**src/hdl/mlba_pkg.sv**
```systemverilog
// ----------------------------------------------------------------------------
// mlba_pkg
// Shared widths, register indexes and control types of the multilook block
// average core.
// ----------------------------------------------------------------------------
package mlba_pkg;

  // fixed field widths
  localparam int ACC_W      = 44;
  localparam int RES_W      = 28;
  localparam int CNT_W      = 13;
  localparam int ROOT_W     = 23;
  localparam int LW_REG_W   = 13;
  localparam int LOOK_REG_W = 7;
  localparam int ADDR_W     = 5;
  localparam int OUT_W      = 72;

  // register indexes (byte address / 4)
  localparam logic [2:0] REG_LINE_WIDTH     = 3'd0;
  localparam logic [2:0] REG_RANGE_LOOKS    = 3'd1;
  localparam logic [2:0] REG_AZIMUTH_LOOKS  = 3'd2;
  localparam logic [2:0] REG_COMPLEX_MODE   = 3'd3;
  localparam logic [2:0] REG_POWER_SUM      = 3'd4;
  localparam logic [2:0] REG_AVERAGE_ENABLE = 3'd5;

  // finishing operation applied to a window sum
  typedef enum logic [1:0] {
    FIN_DIRECT,
    FIN_DIV,
    FIN_ROOT
  } fin_mode_t;

  // controller to datapath
  typedef struct packed {
    logic accept;
    logic update;
    logic fin_start;
    logic fin_sel;
    logic load_out;
  } mlba_cmd_t;

  // datapath to controller
  typedef struct packed {
    logic window_done;
    logic cplx;
    logic fin_done;
    logic out_free;
  } mlba_status_t;

endpackage

```
**src/hdl/mlba_ctrl.sv**
```systemverilog
// ----------------------------------------------------------------------------
// mlba_ctrl
// Controller: accepts one sample, sequences the accumulator update, the
// finishing passes and the result hand-off.
// ----------------------------------------------------------------------------
module mlba_ctrl (
  input  logic                   clk,
  input  logic                   rst,
  input  logic                   s_tvalid,
  output logic                   s_tready,
  input  mlba_pkg::mlba_status_t status,
  output mlba_pkg::mlba_cmd_t    cmd
);
  import mlba_pkg::*;

  typedef enum logic [2:0] {
    S_IDLE,
    S_UPD,
    S_LAUNCH,
    S_FIN1,
    S_FIN2,
    S_OUT
  } state_t;

  state_t state;

  assign s_tready = (state == S_IDLE);

  // decode commands
  always_comb begin
    cmd.accept    = (state == S_IDLE) && s_tvalid;
    cmd.update    = (state == S_UPD);
    cmd.fin_start = (state == S_LAUNCH) ||
                    ((state == S_FIN1) && status.fin_done && status.cplx);
    cmd.fin_sel   = (state == S_FIN1);
    cmd.load_out  = (state == S_OUT) && status.out_free;
  end

  // advance state
  always_ff @(posedge clk) begin
    if (rst) begin
      state <= S_IDLE;
    end else begin
      case (state)
        S_IDLE: begin
          if (s_tvalid) state <= S_UPD;
        end
        S_UPD: begin
          state <= status.window_done ? S_LAUNCH : S_IDLE;
        end
        S_LAUNCH: begin
          state <= S_FIN1;
        end
        S_FIN1: begin
          if (status.fin_done) state <= status.cplx ? S_FIN2 : S_OUT;
        end
        S_FIN2: begin
          if (status.fin_done) state <= S_OUT;
        end
        S_OUT: begin
          if (status.out_free) state <= S_IDLE;
        end
        default: state <= S_IDLE;
      endcase
    end
  end

`ifndef SYNTHESIS
  a_one_item: assert property (@(posedge clk) disable iff (rst)
    (s_tvalid && s_tready) |=> !s_tready)
    else $error("second beat taken while item in work");
  a_load_free: assert property (@(posedge clk) disable iff (rst)
    cmd.load_out |=> (state == S_IDLE))
    else $error("controller did not return after result load");
  a_launch: assert property (@(posedge clk) disable iff (rst)
    (state == S_UPD && status.window_done) |=> cmd.fin_start)
    else $error("completed window not finished");
`endif

endmodule

```
**config.mk**
```make
export PLATFORM = sky130hd
export DESIGN_NAME = mlba_ctrl
export DESIGN_NICKNAME = d
export VERILOG_FILES = /design/src/hdl/mlba_pkg.sv /design/src/hdl/mlba_ctrl.sv
export SDC_FILE = /design/constraint.sdc
export NUM_CORES = 1
export LEC_CHECK = 0
export BUFFER_PORTS_ARGS = -buffer_cell sky130_fd_sc_hd__clkbuf_2
export CAP_MARGIN = 10
export CORE_AREA = 2 2 39 41
export DETAILED_ROUTE_END_ITERATION = 10
export DIE_AREA = 0 0 41 43
export PLACE_DENSITY = 0.41
export REMOVE_ABC_BUFFERS = 1
export SYNTH_ARGS = -nofsm -noshare
export SYNTH_HDL_FRONTEND = slang
export SYNTH_SLANG_ARGS = --single-unit
```
**constraint.sdc**
```tcl
create_clock -name clk -period 1.2 [get_ports clk]
set_clock_uncertainty 0.1 [all_clocks]
set_input_delay 0.12 -clock clk [delete_from_list [all_inputs] [get_ports clk]]
set_output_delay 0.12 -clock clk [all_outputs]
set_load 0.01 [all_outputs]
```
==> results.toml <==
[drt]
drc = 0
detail-route-antenna-nets = 0
detailedRoute.firstIterationViolations = 3
drt-wirelength-per-cell_um = 10.1
drt-vias-per-instance = 4.39
drt_first_pass_iters = 4
wl_um = 707
vias = 307

[placement]
post_dp_cell_area_um2 = 335
finalWeightedCongestion = 0.697
detailedPlace.worstSlack_ps = -53.5
detailedPlacementHpwl_um = 523
placement.io_buffers = 12

[synthesis]
netlist_area_um2 = 234
synth_top_cell_by_area = "dfxtp_1"
yosys_register_bits = 3
syn_area_per_cell_um2 = 8.07
syn_inst = 29
netlist.area_leader.share = 0.257
synthDistinctLibCells = 20
synth.yosys.warnings = 0
cell_types_occupying_the_most_area_after_synthesis = "dfxtp_1, a21oi_1, buf_8, nor3b_1, nand2b_1"
synth_sequential_area_ratio = 0.257

[timing]
final.setup.worst_slack_ps = -139
fmax_mhz = 747
setup_tns_ps = -573
final.min_clock_period_ps = 1340
finalSetupViolCount = 8
worst_slew_margin_rel = 0.833
timing.final.crit_share = 1.12
unrepaired_setup_endpoints_after_global_routing = "true"
finalHoldViolCount = 0
final_max_slew_viol_count = 0
worst_hold_slack_ps = 102
worst-slew-pin-transition_ps = 251

[hold_path]
holdCritPathClass = "input pin to flop"
endpoint_of_the_worst_hold_path = "state[1]$_SDFFE_PP0P_"
timing.hold.worst.start = "status[3]"
holdPathStages = 3

[clocking]
numClockSinks = 3
cts_tree = "built"
ctsHtreeMaxLevel = 1
number_of_buffers_inserted_during_clock_tree_synthesis = 3
cts_root_buf = "clkbuf_4"
clk_pin_slew_worst_paths_ps = 40
clock_insertion_delay_worst_skew_ps = 230
cts_buffer_depth = 2

[worst_setup_path]
worst-endpoint-arrival_ps = 1120
classification_of_the_worst_setup_path = "flop to output pin"
timing.critical_path.required_ps = 980
timing.rr.start = "state[0]$_SDFFE_PP0P_"
r2r_slack_ps = -130
start_kind = "flop"
cp_cell_sequence = "buf_6 > nor3_4 > and2_1 > buf_2"
r2r_cells = 5
max_stage_delay_ps = 350
cp_max_fo = 4
critical_path.endpoint_type = "output pin"
regToRegEndpoint = "state[0]$_SDFFE_PP0P_"
critical-path-slowest-cell = "dfxtp_4"

[power]
ir_drop_mv = 0.458
clock_power_share = 0.304
sw_frac_of_total = 0.311
power.share.sequential = 0.238
p_int_uw = 393
leakagePower_uw = 0.000216
power.switching_uw = 177
power_density_mw_per_mm2 = 1260
p_comb_frac = 0.458

[floorplanning]
die_h_um = 43
core_area_mm2 = 0.00138
rows = 14
dieWidth_um = 41
fp.dieArea_mm2 = 0.00176
initial_core_util = 0.169
io-pin-count = 13

[cells_and_area]
largest_registers_ranked_by_flip_flop_count = "state: 3 flops"
regMostFlops = "state"
antenna-diode-count = 0
finalNetCount = 62
post_route_cells_drive_above_1_share = 0.611
synthToLayoutAreaGrowth_pct = 94.1
largest_register_ffs = 3
stdcell_area_um2 = 454
final_core_util = 0.328

[outcome]
violated_checks = "setup timing"
status = "complete, but fails checks"

[global_routing]
gr-usage-all-layers = 0.101
via_count_of_the_first_global_routing_pass = 308
globalRoute.totalOverflow = 0
first_pass_grt_wire_length_um = 1200
initial_antenna_violation_count = 0
maximum_number_of_pins_on_one_net_before_global_route_repair = 6

[job]
cap_violations = 0
==> cell usage in the layout, fill, tap and decap left out, drive strengths merged, types with 2 or more instances in the layout <==
master | netlist | layout
nor4 | 2 | 2
dfxtp | 3 | 3
clkbuf | 0 | 10
nand2b | 2 | 2
buf | 3 | 17
inv | 2 | 2
nor3b | 2 | 2
nand2 | 2 | 2
a21oi | 3 | 3
==> synthesized netlist by cell type <==
master	n
a221oi_1	1
a21oi_1	3
buf_2	1
nor4_1	2
inv_1	2
and3b_1	1
dfxtp_1	3
a31o_1	1
buf_8	1
nand2_1	2
nor2_1	1
and3_1	1
a211oi_1	1
nor3_1	1
buf_6	1
and2_1	1
nand2b_1	2
a32oi_1	1
nor3b_1	2
o2111ai_1	1
==> power by group through the flow <==
stage / logic, uW / clock network, uW / registers (uW)
after floorplan: 79.2 / 0 / 140
after global placement: 185 / 0 / 135
after detailed placement: 186 / 0 / 133
after CTS: 249 / 186 / 135
after global routing: 292 / 190 / 138
final: 261 / 173 / 136
==> worst max path at each step <==
stage | depth (start not counted) | start | slack (ps) | end
after floorplan | 4 | state[2]$_SDFFE_PP0P_ | -130 | state[0]$_SDFFE_PP0P_
after global placement | 4 | state[2]$_SDFFE_PP0P_ | -20 | state[0]$_SDFFE_PP0P_
after detailed placement | 4 | state[2]$_SDFFE_PP0P_ | -50 | state[0]$_SDFFE_PP0P_
after CTS | 4 | state[0]$_SDFFE_PP0P_ | -160 | cmd[4]
after global routing | 4 | state[0]$_SDFFE_PP0P_ | -190 | cmd[4]
final | 4 | state[0]$_SDFFE_PP0P_ | -140 | cmd[4]
==> cell families (layout without fill, tap and decap cells) <==
family,Yosys count,count (layout),synth area share
AND/OR/NAND/NOR,13,13,0.332
AO/OA/AOI/OAI,8,8,0.246
flip-flops,3,3,0.257
buffers and inverters,5,30,0.166
==> per-stage QoR <==
step | total power [uW] | instances
6_report | 570 | 70
5_1_grt | 621 | 70
4_1_cts | 571 | 70
3_5_place_dp | 319 | 61
3_3_place_gp | 320 | 61
2_1_floorplan | 219 | 26
==> final cells by class <==
cell class / count / area, um^2
Inverter: 2 / 7.51
Clock buffer: 4 / 26.3
Tap cell: 16 / 20.0
Fill cell: 143 / 930
Multi-Input combinational cell: 21 / 164
Timing Repair Buffer: 24 / 170
Sequential cell: 3 / 66.3
==> metal layers <==
| metal | vias up | wire, um | part of all wire | global-route usage |
|---|---|---|---|---|
| met5 | - | 0 | 0 | 0 |
| met1 | 135 | 342 | 0.48 | 0.141 |
| met4 | 0 | 0 | 0 | 0.0800 |
| met2 | 13 | 305 | 0.43 | 0.131 |
| met3 | 0 | 59 | 0.083 | 0.0157 |
| li1 | 159 | - | - | - |
==> timing repair <==
item / CTS / global route
resized for setup: 8 / 11
cloned: 0 / 0
hold buffers: 1 / 0
pin swaps: 2 / 2
setup endpoints to repair: 7 / 8
endpoints found under the hold margin: 2 / 0
setup buffers: 4 / 0
==> worst max-delay path: cells and delay by family (launching register included) <==
kind                   cells  cell delay, ps
flip-flops                 1             350
AND/OR/NAND/NOR            2             300
buffers and inverters      2             240
Note: power is estimated with default switching activity, not from simulation.
